==> src/hdl/usb_srr_pkg.sv <==
`timescale 1ns / 1ps

package usb_srr_pkg;

    localparam int DESCRIPTOR_ROM_DEPTH = 128;
    localparam int ROM_AW = $clog2(DESCRIPTOR_ROM_DEPTH);
    localparam int CNT_W  = 6;
    localparam int PC_W   = 4;

    // endpoint-0 action codes
    localparam logic [2:0] ACT_TOGGLE    = 3'd0;
    localparam logic [2:0] ACT_RESET_IN  = 3'd1;
    localparam logic [2:0] ACT_DATA      = 3'd2;
    localparam logic [2:0] ACT_SEND_IN   = 3'd3;
    localparam logic [2:0] ACT_PRIME_OUT = 3'd4;
    localparam logic [2:0] ACT_STALL     = 3'd5;
    localparam logic [2:0] ACT_SET_ADDR  = 3'd6;

    // request codes and descriptor types
    localparam logic [7:0] REQ_SET_ADDRESS    = 8'h05;
    localparam logic [7:0] REQ_GET_DESCRIPTOR = 8'h06;
    localparam logic [7:0] REQ_SET_CONFIG     = 8'h09;
    localparam logic [7:0] DT_DEVICE          = 8'h01;
    localparam logic [7:0] DT_CONFIG          = 8'h02;
    localparam logic [7:0] DT_STRING          = 8'h03;

    // descriptor layout in the ROM
    localparam logic [ROM_AW-1:0] OFS_DEVICE = ROM_AW'(0);
    localparam logic [ROM_AW-1:0] OFS_CONFIG = ROM_AW'(18);
    localparam logic [ROM_AW-1:0] OFS_STR0   = ROM_AW'(36);
    localparam logic [ROM_AW-1:0] OFS_STR1   = ROM_AW'(40);
    localparam logic [ROM_AW-1:0] OFS_STR2   = ROM_AW'(50);
    localparam logic [CNT_W-1:0]  LEN_DEVICE = CNT_W'(18);
    localparam logic [CNT_W-1:0]  LEN_CONFIG = CNT_W'(18);
    localparam logic [CNT_W-1:0]  LEN_STR0   = CNT_W'(4);
    localparam logic [CNT_W-1:0]  LEN_STR1   = CNT_W'(10);
    localparam logic [CNT_W-1:0]  LEN_STR2   = CNT_W'(34);

    localparam int DESC_TOTAL = 84;
    localparam int DESC_AW    = $clog2(DESC_TOTAL);

    localparam logic [7:0] DESC_BYTES [DESC_TOTAL] = '{
        8'h12, 8'h01, 8'h00, 8'h02, 8'h00, 8'h00, 8'h00, 8'h40,
        8'hd0, 8'h16, 8'h3b, 8'h0f, 8'h01, 8'h01, 8'h01, 8'h02,
        8'h00, 8'h01,
        8'h09, 8'h02, 8'h12, 8'h00, 8'h01, 8'h01, 8'h01, 8'h80,
        8'h32, 8'h09, 8'h04, 8'h00, 8'h00, 8'h00, 8'hfe, 8'h00,
        8'h00, 8'h02,
        8'h04, 8'h03, 8'h09, 8'h04,
        8'h0a, 8'h03, 8'h4c, 8'h00, 8'h55, 8'h00, 8'h4e, 8'h00, 8'h41, 8'h00,
        8'h22, 8'h03,
        8'h54, 8'h00, 8'h72, 8'h00, 8'h69, 8'h00, 8'h2d, 8'h00,
        8'h46, 8'h00, 8'h49, 8'h00, 8'h46, 8'h00, 8'h4f, 8'h00,
        8'h20, 8'h00, 8'h45, 8'h00, 8'h78, 8'h00, 8'h61, 8'h00,
        8'h6d, 8'h00, 8'h70, 8'h00, 8'h6c, 8'h00, 8'h65, 8'h00
    };

    // microprogram entry points
    localparam logic [PC_W-1:0] PC_TOGGLE   = PC_W'(0);
    localparam logic [PC_W-1:0] PC_STALL    = PC_W'(1);
    localparam logic [PC_W-1:0] PC_ADDR     = PC_W'(2);
    localparam logic [PC_W-1:0] PC_ADDR_SET = PC_W'(4);
    localparam logic [PC_W-1:0] PC_CFG      = PC_W'(5);
    localparam logic [PC_W-1:0] PC_DESC     = PC_W'(7);
    localparam logic [PC_W-1:0] PC_DATA     = PC_W'(8);
    localparam logic [PC_W-1:0] PC_DSEND    = PC_W'(9);

    // jump kinds
    localparam logic [2:0] J_NEXT     = 3'd0;
    localparam logic [2:0] J_COND     = 3'd1;
    localparam logic [2:0] J_DISPATCH = 3'd2;
    localparam logic [2:0] J_END      = 3'd3;
    localparam logic [2:0] J_ENDC     = 3'd4;

    // condition selects
    localparam logic [1:0] C_DIR  = 2'd0;
    localparam logic [1:0] C_ZERO = 2'd1;
    localparam logic [1:0] C_MORE = 2'd2;

    typedef struct packed {
        logic [7:0]  request_type;
        logic [7:0]  request_code;
        logic [15:0] request_value;
        logic [15:0] request_length;
    } t_request;

    typedef struct packed {
        logic [2:0] action;
        logic [7:0] data_byte;
        logic [6:0] device_address;
        logic       last_action;
    } t_result;

    typedef struct packed {
        logic [2:0]      act;
        logic            emit;
        logic            stat;   // status stage first step: action follows direction
        logic            last;
        logic            lcond;  // last when the condition holds
        logic [2:0]      jkind;
        logic [1:0]      csel;
        logic [PC_W-1:0] target;
        logic            ld;
        logic            adv;
    } t_uword;

    // sequencer -> datapath
    typedef struct packed {
        logic       emit;
        logic [2:0] action;
        logic       last;
        logic       ld;
        logic       adv;
    } t_ctrl;

    // datapath -> sequencer
    typedef struct packed {
        logic            dir;
        logic            zero;
        logic            more;
        logic [PC_W-1:0] dispatch;
    } t_flags;

    function automatic logic [7:0] desc_rom(input logic [ROM_AW-1:0] a);
        logic [7:0] d;
        d = 8'h00;
        if (a < ROM_AW'(DESC_TOTAL))
            d = DESC_BYTES[a[DESC_AW-1:0]];
        return d;
    endfunction

    function automatic t_uword ucode(input logic [PC_W-1:0] pc);
        t_uword w;
        w = '0;
        w.emit  = 1'b1;
        w.jkind = J_NEXT;
        unique case (pc)
            4'd0: begin
                w.act = ACT_TOGGLE; w.jkind = J_DISPATCH;
            end
            4'd1: begin
                w.act = ACT_STALL; w.last = 1'b1; w.jkind = J_END;
            end
            4'd2: begin
                w.stat = 1'b1; w.jkind = J_COND; w.csel = C_DIR; w.target = PC_ADDR_SET;
            end
            4'd3: begin
                w.act = ACT_SEND_IN;
            end
            4'd4: begin
                w.act = ACT_SET_ADDR; w.last = 1'b1; w.jkind = J_END;
            end
            4'd5: begin
                w.stat = 1'b1; w.lcond = 1'b1; w.jkind = J_ENDC; w.csel = C_DIR;
            end
            4'd6: begin
                w.act = ACT_SEND_IN; w.last = 1'b1; w.jkind = J_END;
            end
            4'd7: begin
                w.act = ACT_RESET_IN; w.ld = 1'b1;
                w.jkind = J_COND; w.csel = C_ZERO; w.target = PC_DSEND;
            end
            4'd8: begin
                w.act = ACT_DATA; w.adv = 1'b1;
                w.jkind = J_COND; w.csel = C_MORE; w.target = PC_DATA;
            end
            4'd9: begin
                w.act = ACT_SEND_IN;
            end
            4'd10: begin
                w.stat = 1'b1; w.lcond = 1'b1; w.jkind = J_ENDC; w.csel = C_DIR;
            end
            4'd11: begin
                w.act = ACT_SEND_IN; w.last = 1'b1; w.jkind = J_END;
            end
            default: begin
                w.act = ACT_STALL; w.last = 1'b1; w.jkind = J_END;
            end
        endcase
        return w;
    endfunction

endpackage

==> src/hdl/usb_srr_seq.sv <==
`timescale 1ns / 1ps

module usb_srr_seq (
    input  logic                   i_clk,
    input  logic                   i_rst_n,
    input  logic                   i_accept,
    input  usb_srr_pkg::t_flags    i_flags,
    output usb_srr_pkg::t_ctrl     o_ctrl,
    output logic                   o_busy
);

    logic [usb_srr_pkg::PC_W-1:0] r_pc, n_pc;
    logic                         r_busy, n_busy;
    usb_srr_pkg::t_uword          uw;
    logic                         cond;

    assign uw = usb_srr_pkg::ucode(r_pc);

    always_comb begin
        unique case (uw.csel)
            usb_srr_pkg::C_DIR:  cond = i_flags.dir;
            usb_srr_pkg::C_ZERO: cond = i_flags.zero;
            usb_srr_pkg::C_MORE: cond = i_flags.more;
            default:             cond = 1'b0;
        endcase
    end

    always_comb begin
        o_ctrl.emit   = r_busy & uw.emit;
        o_ctrl.action = uw.stat ? (i_flags.dir ? usb_srr_pkg::ACT_PRIME_OUT
                                               : usb_srr_pkg::ACT_RESET_IN)
                                : uw.act;
        o_ctrl.last   = uw.last | (uw.lcond & cond);
        o_ctrl.ld     = r_busy & uw.ld;
        o_ctrl.adv    = r_busy & uw.adv;
    end

    always_comb begin
        n_pc   = r_pc;
        n_busy = r_busy;
        if (r_busy) begin
            unique case (uw.jkind)
                usb_srr_pkg::J_NEXT:     n_pc = r_pc + 1'b1;
                usb_srr_pkg::J_COND:     n_pc = cond ? uw.target : r_pc + 1'b1;
                usb_srr_pkg::J_DISPATCH: n_pc = i_flags.dispatch;
                usb_srr_pkg::J_END:      n_busy = 1'b0;
                usb_srr_pkg::J_ENDC: begin
                    if (cond)
                        n_busy = 1'b0;
                    else
                        n_pc = r_pc + 1'b1;
                end
                default:                 n_busy = 1'b0;
            endcase
        end else if (i_accept) begin
            n_pc   = usb_srr_pkg::PC_TOGGLE;
            n_busy = 1'b1;
        end
    end

    always_ff @(posedge i_clk) begin
        if (!i_rst_n) begin
            r_pc   <= usb_srr_pkg::PC_TOGGLE;
            r_busy <= 1'b0;
        end else begin
            r_pc   <= n_pc;
            r_busy <= n_busy;
        end
    end

    assign o_busy = r_busy;

endmodule

==> src/hdl/usb_srr_dp.sv <==
`timescale 1ns / 1ps

module usb_srr_dp (
    input  logic                   i_clk,
    input  logic                   i_rst_n,
    input  logic                   i_accept,
    input  usb_srr_pkg::t_request  i_request,
    input  usb_srr_pkg::t_ctrl     i_ctrl,
    output usb_srr_pkg::t_flags    o_flags,
    output logic                   o_strobe,
    output usb_srr_pkg::t_result   o_result
);

    usb_srr_pkg::t_request                r_req;
    logic [usb_srr_pkg::ROM_AW-1:0]       r_addr;
    logic [usb_srr_pkg::CNT_W-1:0]        r_cnt;
    logic                                 r_strobe;
    usb_srr_pkg::t_result                 r_result, n_result;

    logic [7:0]                           dtype, dindex;
    logic [usb_srr_pkg::ROM_AW-1:0]       ofs;
    logic [usb_srr_pkg::CNT_W-1:0]        len, n_len;
    logic                                 desc_ok;

    assign dtype  = r_req.request_value[15:8];
    assign dindex = r_req.request_value[7:0];

    always_comb begin
        desc_ok = 1'b1;
        ofs     = usb_srr_pkg::OFS_DEVICE;
        len     = usb_srr_pkg::LEN_DEVICE;
        priority if (dtype == usb_srr_pkg::DT_DEVICE) begin
            ofs = usb_srr_pkg::OFS_DEVICE; len = usb_srr_pkg::LEN_DEVICE;
        end else if (dtype == usb_srr_pkg::DT_CONFIG && dindex == 8'd0) begin
            ofs = usb_srr_pkg::OFS_CONFIG; len = usb_srr_pkg::LEN_CONFIG;
        end else if (dtype == usb_srr_pkg::DT_STRING && dindex == 8'd0) begin
            ofs = usb_srr_pkg::OFS_STR0; len = usb_srr_pkg::LEN_STR0;
        end else if (dtype == usb_srr_pkg::DT_STRING && dindex == 8'd1) begin
            ofs = usb_srr_pkg::OFS_STR1; len = usb_srr_pkg::LEN_STR1;
        end else if (dtype == usb_srr_pkg::DT_STRING && dindex == 8'd2) begin
            ofs = usb_srr_pkg::OFS_STR2; len = usb_srr_pkg::LEN_STR2;
        end else begin
            desc_ok = 1'b0;
        end
    end

    // bytes sent: descriptor length clipped to wLength
    assign n_len = (r_req.request_length < 16'(len))
                   ? r_req.request_length[usb_srr_pkg::CNT_W-1:0] : len;

    always_comb begin
        o_flags.dir  = r_req.request_type[7];
        o_flags.zero = (n_len == '0);
        o_flags.more = (r_cnt > usb_srr_pkg::CNT_W'(1));
        priority if (r_req.request_type[6:5] != 2'b00)
            o_flags.dispatch = usb_srr_pkg::PC_STALL;
        else if (r_req.request_code == usb_srr_pkg::REQ_SET_ADDRESS)
            o_flags.dispatch = usb_srr_pkg::PC_ADDR;
        else if (r_req.request_code == usb_srr_pkg::REQ_SET_CONFIG)
            o_flags.dispatch = (dindex > 8'd1) ? usb_srr_pkg::PC_STALL
                                               : usb_srr_pkg::PC_CFG;
        else if (r_req.request_code == usb_srr_pkg::REQ_GET_DESCRIPTOR)
            o_flags.dispatch = desc_ok ? usb_srr_pkg::PC_DESC : usb_srr_pkg::PC_STALL;
        else
            o_flags.dispatch = usb_srr_pkg::PC_STALL;
    end

    always_comb begin
        n_result                = '0;
        n_result.action         = i_ctrl.action;
        n_result.last_action    = i_ctrl.last;
        if (i_ctrl.action == usb_srr_pkg::ACT_DATA)
            n_result.data_byte = usb_srr_pkg::desc_rom(r_addr);
        if (i_ctrl.action == usb_srr_pkg::ACT_SET_ADDR)
            n_result.device_address = r_req.request_value[6:0];
    end

    always_ff @(posedge i_clk) begin
        if (i_accept)
            r_req <= i_request;
        if (i_ctrl.ld) begin
            r_addr <= ofs;
            r_cnt  <= n_len;
        end else if (i_ctrl.adv) begin
            r_addr <= r_addr + 1'b1;
            r_cnt  <= r_cnt - 1'b1;
        end
        r_result <= n_result;
    end

    always_ff @(posedge i_clk) begin
        if (!i_rst_n) begin
            r_strobe <= 1'b0;
        end else begin
            r_strobe <= i_ctrl.emit;
        end
    end

    assign o_strobe = r_strobe;
    assign o_result = r_result;

endmodule

==> src/hdl/usb_standard_request_responder.sv <==
// The first action follows the sequencer registers (r_pc, r_busy) and then the datapath
// registers (r_result, r_strobe), then one action per cycle; a new setup packet waits until
// idle. The step rate is one microcode word per cycle; a data stage uses one word per byte.
// A new packet is taken the cycle after the last action is registered.
// Synchronous active-low reset returns the sequencer to idle and drops the strobe.
`timescale 1ns / 1ps

module usb_standard_request_responder (
    input  logic                   i_clk,
    input  logic                   i_rst_n,
    input  logic                   start,
    input  usb_srr_pkg::t_request  i_request,
    output logic                   busy,
    output logic                   o_strobe,
    output usb_srr_pkg::t_result   o_result
);

    logic                 accept;
    usb_srr_pkg::t_ctrl   ctrl;
    usb_srr_pkg::t_flags  flags;

    assign accept = start & ~busy;

    usb_srr_seq u_seq (
        .i_clk    (i_clk),
        .i_rst_n  (i_rst_n),
        .i_accept (accept),
        .i_flags  (flags),
        .o_ctrl   (ctrl),
        .o_busy   (busy)
    );

    usb_srr_dp u_dp (
        .i_clk     (i_clk),
        .i_rst_n   (i_rst_n),
        .i_accept  (accept),
        .i_request (i_request),
        .i_ctrl    (ctrl),
        .o_flags   (flags),
        .o_strobe  (o_strobe),
        .o_result  (o_result)
    );

`ifndef NO_ASSERTIONS
    a_strobe_in_seq: assert property (@(posedge i_clk) disable iff (!i_rst_n)
        o_strobe |-> $past(busy))
        else $error("action transfer outside a sequence");

    a_last_ends: assert property (@(posedge i_clk) disable iff (!i_rst_n)
        (o_strobe && o_result.last_action) |-> !busy)
        else $error("last action while sequencer still running");

    a_end_has_last: assert property (@(posedge i_clk) disable iff (!i_rst_n)
        $fell(busy) |-> (o_strobe && o_result.last_action))
        else $error("sequence ended without a last action");

    a_data_clean: assert property (@(posedge i_clk) disable iff (!i_rst_n)
        (o_strobe && o_result.action != usb_srr_pkg::ACT_DATA) |->
            (o_result.data_byte == 8'h00))
        else $error("data byte set on a non-data action");

    a_first_toggle: assert property (@(posedge i_clk) disable iff (!i_rst_n)
        (start && !busy) |=> ##1 (o_strobe && o_result.action == usb_srr_pkg::ACT_TOGGLE))
        else $error("sequence does not open with a toggle set");
`endif

endmodule

==> config.mk <==
export PLATFORM = sky130hd
export DESIGN_NAME = usb_standard_request_responder
export DESIGN_NICKNAME = d
export VERILOG_FILES = /design/src/hdl/usb_srr_pkg.sv /design/src/hdl/usb_srr_seq.sv /design/src/hdl/usb_srr_dp.sv /design/src/hdl/usb_standard_request_responder.sv
export SDC_FILE = /design/constraint.sdc
export NUM_CORES = 1
export LEC_CHECK = 0
export BUFFER_PORTS_ARGS = -buffer_cell sky130_fd_sc_hd__buf_4
export CELL_PAD_IN_SITES_DETAIL_PLACEMENT = 0
export CELL_PAD_IN_SITES_GLOBAL_PLACEMENT = 2
export CORE_ASPECT_RATIO = 0.75
export CORE_UTILIZATION = 30
export DETAILED_ROUTE_END_ITERATION = 8
export PLACE_DENSITY_LB_ADDON = 0.1
export SYNTH_ARGS = -nofsm -noshare
export SYNTH_HDL_FRONTEND = slang
export SYNTH_HIERARCHICAL = 1
export SYNTH_SLANG_ARGS = --single-unit
==> constraint.sdc <==
create_clock -name i_clk -period 4.5 [get_ports i_clk]
set_input_delay 0 -clock i_clk [delete_from_list [all_inputs] [get_ports i_clk]]
set_output_delay 0 -clock i_clk [all_outputs]
set_load 0.05 [all_outputs]
==> flow_metrics.py <==
metrics = {
    "grt": {
        "grt.total_usage_pct": 15.9,
        "grt_pass1_vias": 3640,
        "antenna_found_initial": 0,
        "grt_pass1_wl_mm": 19.5,
        "grt-ovfl-total": 0,
        "grt_start_max_net_pins": 46,
    },
    "pwr": {
        "p_sw_mw": 0.500,
        "p_int_mw": 1.34,
        "p_per_area_mw_per_mm2": 306,
        "swShare_pct": 27.2,
        "ir_worst_vdd_v": 0.000154,
        "power_frac_comb_pct": 11.3,
        "leakagePower_nw": 2.22,
        "p_seq_share_pct": 47.6,
        "pwr-share-clk_pct": 41.1,
    },
    "synth": {
        "netlist_instances": 451,
        "netlist_area_mm2": 0.00468,
        "ys_seq_area_share_pct": 46.7,
        "synthArstFlopShare_pct": 0,
        "yosys-top-cells-area": "edfxtp_1, dfxtp_1, ha_1",
        "synth_flop_cell": "edfxtp_1",
        "yosys.area.top_type": "edfxtp_1",
        "synth_edf_count": 56,
        "avgSynthCellArea_um2": 10.4,
        "ys_seq_elements": 81,
        "synth_cell_types": 88,
        "yosysWarnings": 6,
        "syn_nets": 520,
        "synth_top_area_share_pct": 36.0,
    },
    "critical_path": {
        "critPathLaunchType": "flop",
        "critical_path_required_ns": 4.78,
        "reg2reg_slack_ns": 0.45,
        "worstSetupPathType": "flop to flop",
        "slowest_delay_ns": 0.43,
        "cp_slowest_cell": "edfxtp_1",
        "worst-path-max-fanout": 4,
        "critPathArrivalTime_ns": 4.33,
        "path_cells": "nor4_4 > and4_4 > nand3_4 > nor3b_2 > inv_1 > ha_1 > nor4bb_1 > nand3_1 > o21bai_1 > a22oi_1 > nor3_2 > nand3_1 > a221oi_1 > a221oi_1 > o22ai_1",
        "crit_path_end_kind": "flop",
    },
    "drt": {
        "dr.pass1.iters": 5,
        "drc": 0,
        "viasPerCell": 5.05,
        "routedWlPerCell_um": 16.0,
        "drtIter0Drc": 357,
        "via_count": 3815,
        "drtAntennaViolNets": 0,
        "wl_mm": 12.1,
    },
    "place": {
        "routabilityCongestion": 0.807,
        "dpl.hpwl_mm": 8.29,
        "io_buffers": 66,
        "dp_cells": 695,
        "place_ws_ns": 0.314,
    },
    "final_layout": {
        "mostFrequentLayoutCell": "buf_4",
        "syn_to_final_growth_pct": 28.4,
        "final_cell_count_no_fill": 755,
        "regArea_mm2": 0.00218,
        "multi_input_area_mm2": 0.00223,
        "final_cell_mix": "buf_4, edfxtp_1, dlygate4sd3_1",
        "diodes": 0,
        "num-nets-final": 614,
        "fill_cells": 1510,
        "drive_gt1_share_pct": 21.5,
    },
    "die": {
        "die_h_um": 110,
        "rows": 39,
        "dieWidth_um": 146,
        "coreArea_mm2": 0.0152,
        "die_area_mm2": 0.0161,
        "initial_core_util_pct": 30.7,
        "io-pin-count": 72,
    },
    "min_path": {
        "hold_path_class": "primary input to flop",
    },
    "cts": {
        "clockBufferDepth": 2,
        "cts_made_buffers": 9,
        "cts_tree": "done",
        "cts_setup_buffers": 0,
        "clock-sinks": 81,
        "worst_skew_pair.late_latency_ns": 0.36,
        "htreeDepth": 3,
        "cts_root_buf": "clkbuf_16",
        "clkSlewWorstSetupHoldPaths_ns": 0.08,
    },
    "job": {
        "cap_violations": 0,
    },
    "sta": {
        "rsz0062_at_grt": "false",
        "fin_crit_ns": 4.05,
        "setup_tns_ns": 0,
        "setup_viol": 0,
        "drv_slew": 0,
        "hold_viol": 0,
        "slew_headroom_pct": 18.7,
        "setup_ws_ns": 0.451,
        "fmax_mhz": 247,
        "finClkSkew_ns": 0.0124,
        "worst_pin_slew_ns": 1.22,
        "period_share_pct": 90.0,
    },
    "status": {
        "status": "finished, final reports clean",
    },
}
-- cells by family (layout without fill, tap and decap cells) --
family	Yosys count	in the layout	synth area share, %
compound gates	129	129	19.6
xor+xnor	8	8	1.50
fa+ha+maj	18	18	4.82
buf+inv	50	149	5.83
flops	81	81	46.7
mux	5	5	1.10
other cells	1	1	0.0802
simple gates	159	159	20.4
-- path summary, 6_finish.rpt --
| path | from | to | cells past startpoint |
|---|---|---|---|
| worst max-delay path | u_dp/dindex[5] | u_seq/r_pc[0] | 15 |
| worst min-delay path | start | u_dp/r_req[46] | 2 |
| worst min register to register | u_seq/r_pc[1] | u_seq/r_pc[1] | 2 |
| worst max register to register | u_dp/dindex[5] | u_seq/r_pc[0] | 15 |
-- worst max-delay path: cells and delay by family, from the launching register on --
family                     cells  cell delay [ns]
adders and majority gates      1             0.30
AOI/OAI and AO/OA              5             1.11
DFF                            1             0.43
buffers and inverters          1             0.07
and+or+nand+nor                8             2.06
-- routing by layer --
| metal | share of wire (%) | vias to the layer above | global-route usage, % |
|---|---|---|---|
| met3 | 4.8 | 14 | 3.91 |
| li1 | - | 1893 | - |
| met1 | 49 | 1816 | 22.0 |
| met4 | 1.5 | 0 | 5.21 |
| met5 | 0 | - | 0 |
| met2 | 44 | 92 | 24.4 |
-- synth_stat cells, types with 7 or more instances --
cell type / n
dfxtp_1: 25
and2_1: 10
nand2_1: 28
xnor2_1: 7
inv_1: 19
nor2_1: 31
a211oi_1: 11
edfxtp_1: 56
nor3_1: 13
clkbuf_1: 11
nand3_1: 12
ha_1: 18
o21ai_0: 27
a21oi_1: 19
-- metrics by stage --
| stage | cell area, um^2 | hold WS, ns | power, mW | util [%] |
|---|---|---|---|---|
| detailed placement | 5250 | 0.179 | 1.07 | 34.5 |
| floorplan | 4680 | 0.0989 | 0.999 | - |
| CTS | 6000 | 0.278 | 1.86 | 39.4 |
| global placement | 5250 | 0.178 | 1.07 | 34.5 |
| global route | 6000 | 0.296 | 1.91 | 39.4 |
| finish | 6000 | 0.268 | 1.84 | 39.4 |
-- cell type report --
class	count	area share (%)
multi-input cells	320	37.1
flip-flops and latches	81	36.3
repair buffers	113	16.0
well taps	205	4.27
clock buffers	9	3.75
clock inverters	7	1.35
inverters	20	1.25
-- flip-flops by register name (all words and copies together), names as in the netlist --
name,count
u_dp/dindex,8
u_dp/dtype,8
u_dp/o_flags,1
u_dp/o_result,19
u_dp/o_strobe,1
u_dp/r_addr,7
u_dp/r_cnt,6
u_dp/r_req,26
u_seq/o_busy,1
u_seq/r_pc,4
-- what timing repair did --
| item | CTS | global route |
|---|---|---|
| hold endpoints to repair | 49 | 0 |
| resized for setup | 0 | 1 |
| setup endpoints to repair | 0 | 2 |
| hold buffers | 44 | 0 |
-- power groups by stage --
stage	sequential (mW)	clock, mW	combinational [mW]
after global routing	0.880	0.805	0.226
after global placement	0.890	0	0.177
after detailed placement	0.891	0	0.177
after CTS	0.874	0.778	0.208
after floorplan	0.902	0	0.0967
final	0.873	0.755	0.207
No activity file was read; power rests on OpenSTA's default activity.
